`config.mk`:
```
export PLATFORM = sky130hd
export DESIGN_NAME = pmic_fault_pattern_event_detector_unit
export DESIGN_NICKNAME = d
export VERILOG_FILES = /design/src/rtl/core/fpd_pkg.sv /design/src/rtl/core/fpd_front.sv /design/src/rtl/core/fpd_queue.sv /design/src/rtl/core/fpd_back.sv /design/src/rtl/core/pmic_fault_pattern_event_detector_unit.sv
export SDC_FILE = /design/constraint.sdc
export NUM_CORES = 1
export LEC_CHECK = 0
export BUFFER_PORTS_ARGS = -buffer_cell sky130_fd_sc_hd__buf_2
export CAP_MARGIN = 20
export CORE_MARGIN = 2
export CORE_UTILIZATION = 56
export CTS_CLUSTER_DIAMETER = 40
export DETAILED_ROUTE_END_ITERATION = 7
export HOLD_SLACK_MARGIN = 0.15
export MAX_ROUTING_LAYER = met4
export PLACE_DENSITY = 0.79
export SLEW_MARGIN = 20
export SYNTH_ARGS = -nofsm -noshare
export SYNTH_HDL_FRONTEND = slang
export SYNTH_SLANG_ARGS = --single-unit
```
`constraint.sdc`:
```
create_clock -name i_clk -period 6.3 [get_ports i_clk]
set_clock_uncertainty 0.2 [all_clocks]
set_input_delay 0.315 -clock i_clk [delete_from_list [all_inputs] [get_ports i_clk]]
set_output_delay 0.315 -clock i_clk [all_outputs]
set_load 0.02 [all_outputs]
```
`src/rtl/core/fpd_pkg.sv`:
```
// Package: shared types, constants and the fault pattern table of the fault pattern detector.
`default_nettype none

package fpd_pkg;

    localparam int NUM_ERRORS = 17;
    localparam int NUM_BYTES  = 7;
    localparam int CODE_W     = 5;
    localparam int MOD_W      = 3;

    typedef logic [NUM_ERRORS-1:0] t_err_vec;

    typedef struct packed {
        logic [2:0] module_req;
        logic [7:0] byte_count;
        logic [7:0] stat_r05;
        logic [7:0] stat_r06;
        logic [7:0] stat_r08;
        logic [7:0] stat_r09;
        logic [7:0] stat_r0a;
        logic [7:0] stat_r0b;
        logic [7:0] stat_r33;
    } t_in_item;

    typedef struct packed {
        logic [2:0] event_module;
        logic [4:0] error_code;
        logic       last_event;
    } t_out_item;

    // One unit of work for the back end: a module and its newly raised errors.
    typedef struct packed {
        logic [MOD_W-1:0] module_idx;
        t_err_vec         new_mask;
    } t_task;

    // Queue handshake between the front and back ends.
    typedef struct packed {
        logic  push;
        t_task data;
    } t_push;

    typedef struct packed {
        logic  full;
        logic  empty;
        t_task head;
    } t_q_status;

    // Buffer position of each status byte.
    localparam logic [7:0] BYTE_POS [NUM_BYTES] = '{
        8'd0, 8'd1, 8'd3, 8'd4, 8'd5, 8'd6, 8'd46
    };

    localparam logic [7:0] ERR_TABLE [NUM_ERRORS][NUM_BYTES] = '{
        '{8'h02, 8'h08, 8'h00, 8'h00, 8'h00, 8'h00, 8'h00},
        '{8'h02, 8'h04, 8'h00, 8'h00, 8'h00, 8'h00, 8'h00},
        '{8'h02, 8'h02, 8'h00, 8'h00, 8'h00, 8'h00, 8'h00},
        '{8'h02, 8'h01, 8'h00, 8'h00, 8'h00, 8'h00, 8'h00},
        '{8'h04, 8'h00, 8'h00, 8'h00, 8'h00, 8'h00, 8'h00},
        '{8'h00, 8'h00, 8'h02, 8'h00, 8'h02, 8'h00, 8'h00},
        '{8'h02, 8'h80, 8'h00, 8'h00, 8'h00, 8'h00, 8'h00},
        '{8'h02, 8'h40, 8'h00, 8'h00, 8'h00, 8'h00, 8'h00},
        '{8'h02, 8'h20, 8'h00, 8'h00, 8'h00, 8'h00, 8'h00},
        '{8'h02, 8'h10, 8'h00, 8'h00, 8'h00, 8'h00, 8'h00},
        '{8'h00, 8'h00, 8'h00, 8'h00, 8'h00, 8'h00, 8'h08},
        '{8'h00, 8'h00, 8'h00, 8'h10, 8'h02, 8'h00, 8'h00},
        '{8'h00, 8'h00, 8'h00, 8'h80, 8'h02, 8'h00, 8'h00},
        '{8'h00, 8'h00, 8'h00, 8'h20, 8'h02, 8'h00, 8'h00},
        '{8'h00, 8'h00, 8'h00, 8'h0F, 8'h02, 8'h00, 8'h00},
        '{8'h00, 8'h00, 8'h00, 8'h00, 8'h02, 8'hF0, 8'h00},
        '{8'h00, 8'h00, 8'h40, 8'h00, 8'h00, 8'h00, 8'h00}
    };

endpackage

`default_nettype wire

```
`src/rtl/core/fpd_front.sv`:
```
// Front end: pattern matching, per-module flag store and hand-off of newly raised errors.
`default_nettype none

module fpd_front
    import fpd_pkg::*;
#(
    parameter int MODULES = 8
) (
    input  wire logic      i_clk,
    input  wire logic      i_rst_n,
    input  wire logic      i_in_valid,
    input  wire t_in_item  i_in_data,
    input  wire t_q_status i_q_status,
    output logic           o_in_stall,
    output t_push          o_push
);

    localparam int IDX_W = (MODULES > 1) ? $clog2(MODULES) : 1;

    t_err_vec         r_flags [MODULES];
    logic [7:0]       bytes [NUM_BYTES];
    logic             count_ok;
    logic             in_range;
    logic             accept;
    logic [31:0]      mod_ext;
    logic [IDX_W-1:0] idx;
    t_err_vec         match;
    t_err_vec         old_flags;
    t_err_vec         new_mask;

    assign bytes[0] = i_in_data.stat_r05;
    assign bytes[1] = i_in_data.stat_r06;
    assign bytes[2] = i_in_data.stat_r08;
    assign bytes[3] = i_in_data.stat_r09;
    assign bytes[4] = i_in_data.stat_r0a;
    assign bytes[5] = i_in_data.stat_r0b;
    assign bytes[6] = i_in_data.stat_r33;

    assign mod_ext  = 32'(i_in_data.module_req);
    assign idx      = mod_ext[IDX_W-1:0];
    assign in_range = (mod_ext < 32'(MODULES));
    assign accept   = i_in_valid && !i_q_status.full;

    always_comb begin
        count_ok = 1'b1;
        for (int k = 0; k < NUM_BYTES; k++) begin
            if (BYTE_POS[k] >= i_in_data.byte_count) begin
                count_ok = 1'b0;
            end
        end
        for (int e = 0; e < NUM_ERRORS; e++) begin
            match[e] = count_ok;
            for (int k = 0; k < NUM_BYTES; k++) begin
                if ((bytes[k] & ERR_TABLE[e][k]) != ERR_TABLE[e][k]) begin
                    match[e] = 1'b0;
                end
            end
        end
    end

    assign old_flags = in_range ? r_flags[idx] : '0;
    assign new_mask  = match & ~old_flags;

    // A flag simply follows the latest match result of its error.
    always_ff @(posedge i_clk) begin
        if (!i_rst_n) begin
            for (int m = 0; m < MODULES; m++) begin
                r_flags[m] <= '0;
            end
        end else if (accept && in_range) begin
            r_flags[idx] <= match;
        end
    end

    assign o_in_stall           = i_q_status.full;
    assign o_push.push          = accept && in_range && (new_mask != '0);
    assign o_push.data.module_idx = i_in_data.module_req;
    assign o_push.data.new_mask = new_mask;

endmodule

`default_nettype wire

```
`src/rtl/core/fpd_queue.sv`:
```
// Two-entry queue of event work between the front and back ends.
`default_nettype none

module fpd_queue
    import fpd_pkg::*;
(
    input  wire logic  i_clk,
    input  wire logic  i_rst_n,
    input  wire t_push i_push,
    input  wire logic  i_pop,
    output t_q_status  o_status
);

    t_task      r_mem [2];
    logic       r_wr_ptr;
    logic       r_rd_ptr;
    logic [1:0] r_count;
    logic       do_push;
    logic       do_pop;

    assign do_push = i_push.push && (r_count != 2'd2);
    assign do_pop  = i_pop && (r_count != 2'd0);

    always_ff @(posedge i_clk) begin
        if (!i_rst_n) begin
            r_wr_ptr <= 1'b0;
            r_rd_ptr <= 1'b0;
            r_count  <= 2'd0;
        end else begin
            if (do_push) begin
                r_wr_ptr <= ~r_wr_ptr;
            end
            if (do_pop) begin
                r_rd_ptr <= ~r_rd_ptr;
            end
            if (do_push && !do_pop) begin
                r_count <= r_count + 2'd1;
            end else if (do_pop && !do_push) begin
                r_count <= r_count - 2'd1;
            end
        end
    end

    always_ff @(posedge i_clk) begin
        if (do_push) begin
            r_mem[r_wr_ptr] <= i_push.data;
        end
    end

    assign o_status.full  = (r_count == 2'd2);
    assign o_status.empty = (r_count == 2'd0);
    assign o_status.head  = r_mem[r_rd_ptr];

endmodule

`default_nettype wire

```
`src/rtl/core/fpd_back.sv`:
```
// Back end: emits one event per cycle from each queued mask while the output is not stalled, lowest error first.
`default_nettype none

module fpd_back
    import fpd_pkg::*;
(
    input  wire logic      i_clk,
    input  wire logic      i_rst_n,
    input  wire t_q_status i_q_status,
    input  wire logic      i_out_stall,
    output logic           o_pop,
    output logic           o_out_valid,
    output t_out_item      o_out_data
);

    logic             r_busy;
    t_err_vec         r_mask;
    logic [MOD_W-1:0] r_module;
    t_err_vec         lowest;
    t_err_vec         rest;
    logic [CODE_W-1:0] code;
    logic             xfer;
    logic             last;

    assign lowest = r_mask & ((~r_mask) + {{(NUM_ERRORS-1){1'b0}}, 1'b1});
    assign rest   = r_mask & ~lowest;
    assign last   = (rest == '0);
    assign xfer   = r_busy && !i_out_stall;

    always_comb begin
        code = '0;
        for (int e = 0; e < NUM_ERRORS; e++) begin
            if (lowest[e]) begin
                code = code | CODE_W'(e);
            end
        end
    end

    // Take new work when idle or when the final event of the current mask leaves.
    assign o_pop = !i_q_status.empty && (!r_busy || (xfer && last));

    always_ff @(posedge i_clk) begin
        if (!i_rst_n) begin
            r_busy <= 1'b0;
        end else if (o_pop) begin
            r_busy <= 1'b1;
        end else if (xfer && last) begin
            r_busy <= 1'b0;
        end
    end

    always_ff @(posedge i_clk) begin
        if (o_pop) begin
            r_mask   <= i_q_status.head.new_mask;
            r_module <= i_q_status.head.module_idx;
        end else if (xfer) begin
            r_mask <= rest;
        end
    end

    assign o_out_valid             = r_busy;
    assign o_out_data.event_module = r_module;
    assign o_out_data.error_code   = code;
    assign o_out_data.last_event   = last;

endmodule

`default_nettype wire

```
`src/rtl/core/pmic_fault_pattern_event_detector_unit.sv`:
```
// Top level of the power-controller fault pattern event detector.
//
// The input channel takes one status snapshot per transfer: a module index, the
// valid byte count of the status buffer and seven status bytes. Each snapshot is
// checked against the seventeen fault patterns combinationally, and the
// per-module flag store is updated in the cycle of the transfer, so the next snapshot may
// follow immediately. Snapshots that raise nothing, or that name a module at or
// beyond MODULES, leave no trace on the output.
// Each newly raised error becomes one output transfer carrying the module, the
// error code and a last-event marker; events of one snapshot leave in ascending
// error order. The events of a snapshot are first written to the queue and then loaded
// into the mask register of the back end before the first of them is offered.
// The back end then delivers one event per cycle while the output is not stalled,
// so a snapshot yields from zero to seventeen events, issued by the serialiser.
// A two-entry queue sits between the matcher and the serialiser. The input is
// stalled only while that queue is full; a stall on the output holds the current
// event stable and, once the queue fills, backs up into the input channel.
// Reset is synchronous and active low: it clears every raised flag, empties the
// queue and drops any event in flight. No clearing pass is needed afterwards.
`default_nettype none

module pmic_fault_pattern_event_detector_unit
    import fpd_pkg::*;
#(
    parameter int MODULES = 8
) (
    input  wire logic     i_clk,
    input  wire logic     i_rst_n,
    input  wire logic     i_in_valid,
    output logic          o_in_stall,
    input  wire t_in_item i_in_data,
    output logic          o_out_valid,
    input  wire logic     i_out_stall,
    output t_out_item     o_out_data
);

    t_push     push;
    t_q_status q_status;
    logic      pop;

    // Matching and flag bookkeeping happen as the snapshot is transferred in.
    fpd_front #(
        .MODULES (MODULES)
    ) u_front (
        .i_clk      (i_clk),
        .i_rst_n    (i_rst_n),
        .i_in_valid (i_in_valid),
        .i_in_data  (i_in_data),
        .i_q_status (q_status),
        .o_in_stall (o_in_stall),
        .o_push     (push)
    );

    // Only snapshots with at least one new error are queued.
    fpd_queue u_queue (
        .i_clk    (i_clk),
        .i_rst_n  (i_rst_n),
        .i_push   (push),
        .i_pop    (pop),
        .o_status (q_status)
    );

    // The serialiser picks the lowest pending error on every output transfer.
    fpd_back u_back (
        .i_clk       (i_clk),
        .i_rst_n     (i_rst_n),
        .i_q_status  (q_status),
        .i_out_stall (i_out_stall),
        .o_pop       (pop),
        .o_out_valid (o_out_valid),
        .o_out_data  (o_out_data)
    );

endmodule

`default_nettype wire
```
* After elaboration in Yosys (flattened, before gate mapping) *
Memories as Yosys holds them, arrays and structs flattened. A register that Yosys moved wholly into a read port is not among the register bits.
Index checks and enable logic that the tools add are counted.
W data, S select, Z words.

cells by class
  add/subtract/negate cells = 3
  mux-type cells = 65
  bitwise gates (word level) = 8
  reduce and logical (&&, ||, !) cells = 25
  equal/unequal tests = 4
  $lt $le $gt $ge = 8

operators by type and width
  kind                     number
  $mux W17                 4
  $and A17 B17 Y17         3
  $not A17 Y17             3
  $mux W1                  43
  $mux W4                  8
  $ge A3 B8 Y1 const A     3
  $add A17 B1 Y17 const B  1
  $logic_not A17 Y1        1
  $reduce_bool A17 Y1      1
  $reduce_or A17 Y1        1
  $ge A1 B8 Y1 const A     2
  $mux W3                  5
  $logic_and A1 B1 Y1      10
  $ge A2 B8 Y1 const A     1
  $ge A6 B8 Y1 const A     1
  $mux W2                  4
  $ne A4 B4 Y1 const B     2
  $reduce_bool A2 Y1       4
  $logic_not A1 Y1         6
  $mux W5                  1
  $lt A3 B4 Y1 const B     1
  $add A2 B1 Y2 const B    1
  $eq A2 B2 Y1 const B     1
  $logic_not A2 Y1         1
  other kinds (4)          5

word-level totals
  flip-flop bits (word level) = 25
  input port bits = 71
  memories kept = 2
  bits in writable memories = 176

memories
  name             depth  width  read ports  clocked after memory_dff  write ports  line             text
  u_front.r_flags  8      17     1           0                         8            fpd_front.sv:20  t_err_vec r_flags [MODULES];
  u_queue.r_mem    2      20     1           1                         1            fpd_queue.sv:14  t_task r_mem [2];

* Depth between registers and ports, before layout *
  word-level depth = 19
  gate-level depth with buffers = 16

* Hierarchy *
A second synthesis with hierarchy kept.

second synthesis, totals
  cells, all modules = 786
  area total of the unflattened synthesis = 9694.3 um^2

by module, submodules not included
  module     area an instance (um^2)  times used  seq. area each (um^2)  cells each
  fpd_front  6334.8                   1           4083.9                 495
  fpd_back   1689.1                   1           620.6                  204
  fpd_queue  1670.4                   1           1301.2                 87

* Worst setup path after synthesis *
OpenSTA, ideal clock, no wires.

  path type = input -> register
  from = input port i_in_data[66] in the netlist's numbering
  to = memory u_queue.r_mem[1][0] in the netlist's numbering, enable pin
  data required time = 5.703 ns
  slack = 2.812 ns
  arrival = 2.892 ns
  cell stages on the path = 10
  cells stage by stage = buf_4 buf_4 buf_4 mux2_2 a221oi_1 o22ai_1 or2_2 a31oi_1 o31ai_1 nor2_1

between the ends
  word-level cells in the longest chain between the ends = 9

ends and longest elaborated chain
  element                                         line                                          text
  start: declaration                              pmic_fault_pattern_event_detector_unit.sv:31  input wire t_in_item i_in_data,
  $mem_v2 Z8 W17 or $lt A3 B4 Y1 (tied branches)  n/a
  $mux W17                                        fpd_front.sv:61                               assign old_flags = in_range ? r_flags[idx] : '0;
  $not A17 Y17                                    fpd_front.sv:62                               assign new_mask = match & ~old_flags;
  $and A17 B17 Y17                                fpd_front.sv:62
  $reduce_bool A17 Y1                             fpd_front.sv:76                               assign o_push.push = accept && in_range && (new_mask != '0);
  $logic_and A1 B1 Y1 (*)                         fpd_front.sv:76
  $logic_and A1 B1 Y1 (*)                         fpd_queue.sv:21                               assign do_push = i_push.push && (r_count != 2'd2);
  $mux W1 (*)                                     fpd_queue.sv:45                               if (do_push) begin
  $mux W1 (not written as such) (*)               fpd_queue.sv:46                               r_mem[r_wr_ptr] <= i_push.data;
  end: declaration                                fpd_queue.sv:14

Every way passes the cells marked *; elsewhere a longest branch is shown, timed or not.

* Worst setup path after layout *
  from = register u_back.r_mask[10]
  to = register u_queue.r_count[1]

between the ends
  word-level cells in the longest chain between the ends = 13

ends and longest elaborated chain
  element                                        line             text
  start: declaration                             fpd_back.sv:17   t_err_vec r_mask;
  start signal: assignment                       fpd_back.sv:54   r_mask <= i_q_status.head.new_mask;
  start signal: assignment                       fpd_back.sv:57   r_mask <= rest;
  $not A17 Y17                                   fpd_back.sv:25   assign lowest = r_mask & ((~r_mask) + {{(NUM_ERRORS-1){1'b0}}, 1'b1});
  $add A17 B1 Y17                                fpd_back.sv:25
  $and A17 B17 Y17                               fpd_back.sv:25
  $not A17 Y17                                   fpd_back.sv:26   assign rest = r_mask & ~lowest;
  $and A17 B17 Y17 (*)                           fpd_back.sv:26
  $logic_not A17 Y1 (*)                          fpd_back.sv:27   assign last = (rest == '0);
  $logic_and A1 B1 Y1 (*)                        fpd_back.sv:40   assign o_pop = !i_q_status.empty && (!r_busy || (xfer && last));
  $logic_or A1 B1 Y1 (*)                         fpd_back.sv:40
  $logic_and A1 B1 Y1 (*)                        fpd_back.sv:40
  $logic_and A1 B1 Y1 (*)                        fpd_queue.sv:22  assign do_pop = i_pop && (r_count != 2'd0);
  $logic_not A1 Y1                               fpd_queue.sv:36  if (do_push && !do_pop) begin
  $logic_and A1 B1 Y1                            fpd_queue.sv:36
  $mux W2 or $reduce_bool A2 Y1 (tied branches)  n/a
  end signal: assignment                         fpd_queue.sv:37  r_count <= r_count + 2'd1;
  end signal: assignment                         fpd_queue.sv:39  r_count <= r_count - 2'd1;
  end: declaration                               fpd_queue.sv:17  logic [1:0] r_count;

Marked as above.
A chain may end at the register's enable or synchronous reset.

==> qor.json <==
{
  "place.port_buffers": 50,
  "path_max_fanout": 36,
  "buffering_stage_count_on_the_worst_path_with_inverters_included": 1,
  "detailedRoute.firstIterationViolations": 820,
  "p_leak_nw": 3.97,
  "netlist.area_leader.share_pct": 62.0,
  "worst_hold_slack_ns": 0.170,
  "worstHoldPathType": "in -> reg",
  "async_flop_share_pct": 0,
  "final_core_utilization_pct": 65.6,
  "maxCapViolCount": 0,
  "postSynth.topFlopCell": "edfxtp_1",
  "cp_cell_sequence": "nor4_1 -> nand4_1 -> o41ai_1 -> a41oi_4 -> buf_4 -> ha_1 -> or3_1 -> a21boi_0",
  "timing.setup.critical_path_class": "reg -> reg",
  "synth_nets": 837,
  "rr_endpoint": "u_queue.r_count[1]$_SDFFE_PN0P_",
  "io_pins": 82,
  "post_synth.cell_area_avg_um2": 12.4,
  "route.vias.total": 6586,
  "post_synth_most_frequent_cells": "edfxtp_1 (196), nor2_1 (163), nand2_1 (43)",
  "mappedNetlistArea_um2": 9490,
  "critPathSlowestCell": "o41ai_1",
  "clock_insertion_delay_worst_skew_ns": 0.52,
  "post_dp_cell_area_um2": 9810,
  "filler_cell_count_in_the_final_layout": 1237,
  "tritoncts": "done",
  "rows": 47,
  "min_clock_period_post_route_ns": 3.97,
  "grt_pass1_vias": 6552,
  "yosysWarningCount": 0,
  "start_kind": "flop",
  "detail_route.wl_per_cell_um": 20.8,
  "powerDensity_nw_per_um2": 374,
  "numCtsBuffers": 27,
  "fin_setup_tns_ns": 0,
  "report.final.setup_viol": 0,
  "drc": 0,
  "die-width_um": 134,
  "totalPowerFinal_w": 0.00407,
  "worst_path_dominant_cell_family": "simple AND/OR/NAND/NOR gates",
  "min_path_cells": 3,
  "crit_share_post_route_pct": 63.0,
  "finalHoldViolations": 0,
  "vdd_ir_drop_max_v": 0.000350,
  "yosysMostFrequentCell": "edfxtp_1",
  "route.final.wire_length_um": 22000,
  "maximum_number_of_pins_on_one_net_before_global_route_repair": 43,
  "post_cts.resized_instances": 0,
  "clk_pin_slew_worst_paths_ns": 0.06,
  "r2r_slack_ns": 2.33,
  "outcome": "complete, no violations",
  "clock_sink_count": 202,
  "timing.critical_path.slowest_cell_delay_ns": 0.86,
  "worst_r2r_startpoint": "u_back.r_mask[10]$_DFFE_PP_",
  "floorplan.initialDensity_pct": 57.2,
  "final_layout_size_suffix_gt1_share_pct": 18.3,
  "synth_top_cell_by_area": "edfxtp_1",
  "synth.ff_latch_count": 202,
  "placeableCoreArea_um2": 16600,
  "antenna-diode-count": 0,
  "upper_clock_frequency_limit_mhz": 252,
  "grt_first_pass_wirelength_um": 34600,
  "design_area_um2": 10900,
  "worstPathRequired_ns": 6.55,
  "grt_setup_unrepaired": "no",
  "gp_congestion": 0.927,
  "crit_path_end_kind": "flop",
  "postSynthCellCount": 765,
  "clock-root-buffer": "clkbuf_16",
  "slew_viol_final": 0,
  "grtUsageTotal_pct": 25.8,
  "fp.dieH_um": 134,
  "ys_types": 75,
  "synth-seq-area-share_pct": 63.3,
  "antenna_found_initial": 0,
  "max_slew_margin_pct": 26.7,
  "ctsHtreeMaxLevel": 1,
  "hold_path_end": "u_front.r_flags[6][14]$_SDFFCE_PN0P_",
  "grt_remaining_overflow": 0,
  "min-delay-start": "i_in_data[17]",
  "reg2reg_depth": 8,
  "detailedRoute.firstPassIterationCount": 5,
  "synth-edff-count": 196,
  "hpwl_um": 13400,
  "worst_pin_slew_ns": 1.10,
  "layout.nets": 892,
  "area.growth.synth_to_final_pct": 14.6,
  "clockBufferDepth": 3,
  "synth.top_cells.by_area": "edfxtp_1 (62%), nor2_1 (6.4%), mux2i_1 (4.2%)",
  "die_area_um2": 18000,
  "drtAntennaViolNets": 0,
  "route.detailed.vias_per_inst": 6.21,
  "arrival_ns": 4.22
}
[worst register-to-register path: cells and delay by family (launching register included)]
kind	cells	cell delay [ns]
AOI/OAI and AO/OA	3	1.19
adders and majority gates	1	0.39
buffers and inverters	1	0.30
DFF	1	0.48
and+or+nand+nor	3	1.34
[through the flow]
step,setup WS (ns),instances
final,2.33,1060
after global routing,2.08,1060
after CTS,2.34,1060
after detailed placement,1.98,994
after global placement,2.06,994
after floorplan,2.81,765
[cell type report]
class                      count  area [um2]  area share (%)
sequential                   202        6010            55.2
multi-input combinational    495        3140            28.9
clock buffer                  31         691            6.35
timing repair buffer          76         488            4.49
tap                          220         275            2.53
clock inverter                18         203            1.86
inverter                      18        67.6           0.621
[what timing repair did]
| action | 4_1_cts | 5_1_grt |
|---|---|---|
| hold buffers | 17 | 0 |
| endpoints found under the setup margin | 0 | 0 |
| endpoints found under the hold margin | 112 | 0 |
| setup buffers | 0 | 0 |
[report_power, final]
| part | leakage, nW | switching (W) | internal [W] |
|---|---|---|---|
| Clock | 0.434 | 0.000575 | 0.000922 |
| Sequential | 2.04 | 0.000159 | 0.00171 |
| Combinational | 1.49 | 0.000431 | 0.000279 |
| Total | 3.97 | 0.00117 | 0.00291 |
[flip-flops by register name, indices dropped and copies added, names as in the netlist, named ones only]
name	count
u_front.r_flags	136
u_queue.r_mem	40
u_back.r_mask	17
u_back.r_module	3
u_queue.r_count	2
u_back.o_out_valid	1
u_queue.r_rd_ptr	1
u_queue.r_wr_ptr	1
[cell usage in the layout, fill, tap and decap left out, drive strengths merged, types with 6 or more instances in the layout]
| cell type | count |
|---|---|
| o211ai | 8 |
| mux4 | 8 |
| a221oi | 8 |
| a21oi | 19 |
| buf | 59 |
| a22oi | 7 |
| mux2i | 40 |
| nor2b | 6 |
| nand3 | 23 |
| o21ai | 29 |
| nor3 | 12 |
| inv | 23 |
| dlygate4sd3 | 17 |
| and3 | 7 |
| edfxtp | 196 |
| nor2 | 164 |
| nand2b | 7 |
| clkinv | 9 |
| clkbuf | 31 |
| dfxtp | 6 |
| and2 | 8 |
| a211oi | 6 |
| mux2 | 15 |
| nand2 | 44 |
| nor4 | 7 |
[per-layer routing]
metal,global-route usage [%],vias to the layer above,share of wire (%),wire length [um]
met4,10.9,0,3.5,781
met5,-,-,0,0
met3,4.27,66,8.4,1850
met1,30.8,3189,38,8290
met2,43.6,337,50,11100
li1,-,2994,-,-
[how the worst max path moves through the flow]
stage                                 endpoint                         from  depth (start not counted)
6_report       u_queue.r_count[1]$_SDFFE_PN0P_  u_back.r_mask[10]$_DFFE_PP_                          8
5_1_grt        u_queue.r_count[1]$_SDFFE_PN0P_  u_back.r_mask[10]$_DFFE_PP_                          8
4_1_cts        u_queue.r_count[1]$_SDFFE_PN0P_  u_back.r_mask[10]$_DFFE_PP_                          8
3_5_place_dp   u_queue.r_count[1]$_SDFFE_PN0P_                i_in_data[66]                         12
3_3_place_gp   u_queue.r_count[1]$_SDFFE_PN0P_                i_in_data[66]                         12
2_1_floorplan    u_queue.r_mem[1][0]$_DFFE_PP_                i_in_data[66]                         10
[kinds of logic (layout without fill, tap and decap cells)]
group	Yosys count	in the layout	synth area share (%)
xor gates and xnor gates	3	3	0.277
muxes	63	63	7.89
adders and majority gates	3	3	0.343
DFF	202	202	63.3
buffers and inverters	68	143	3.61
and+or+nand+nor	303	303	14.8
AOI/OAI and AO/OA	123	123	9.78
No activity file was read; power rests on OpenSTA's default activity.
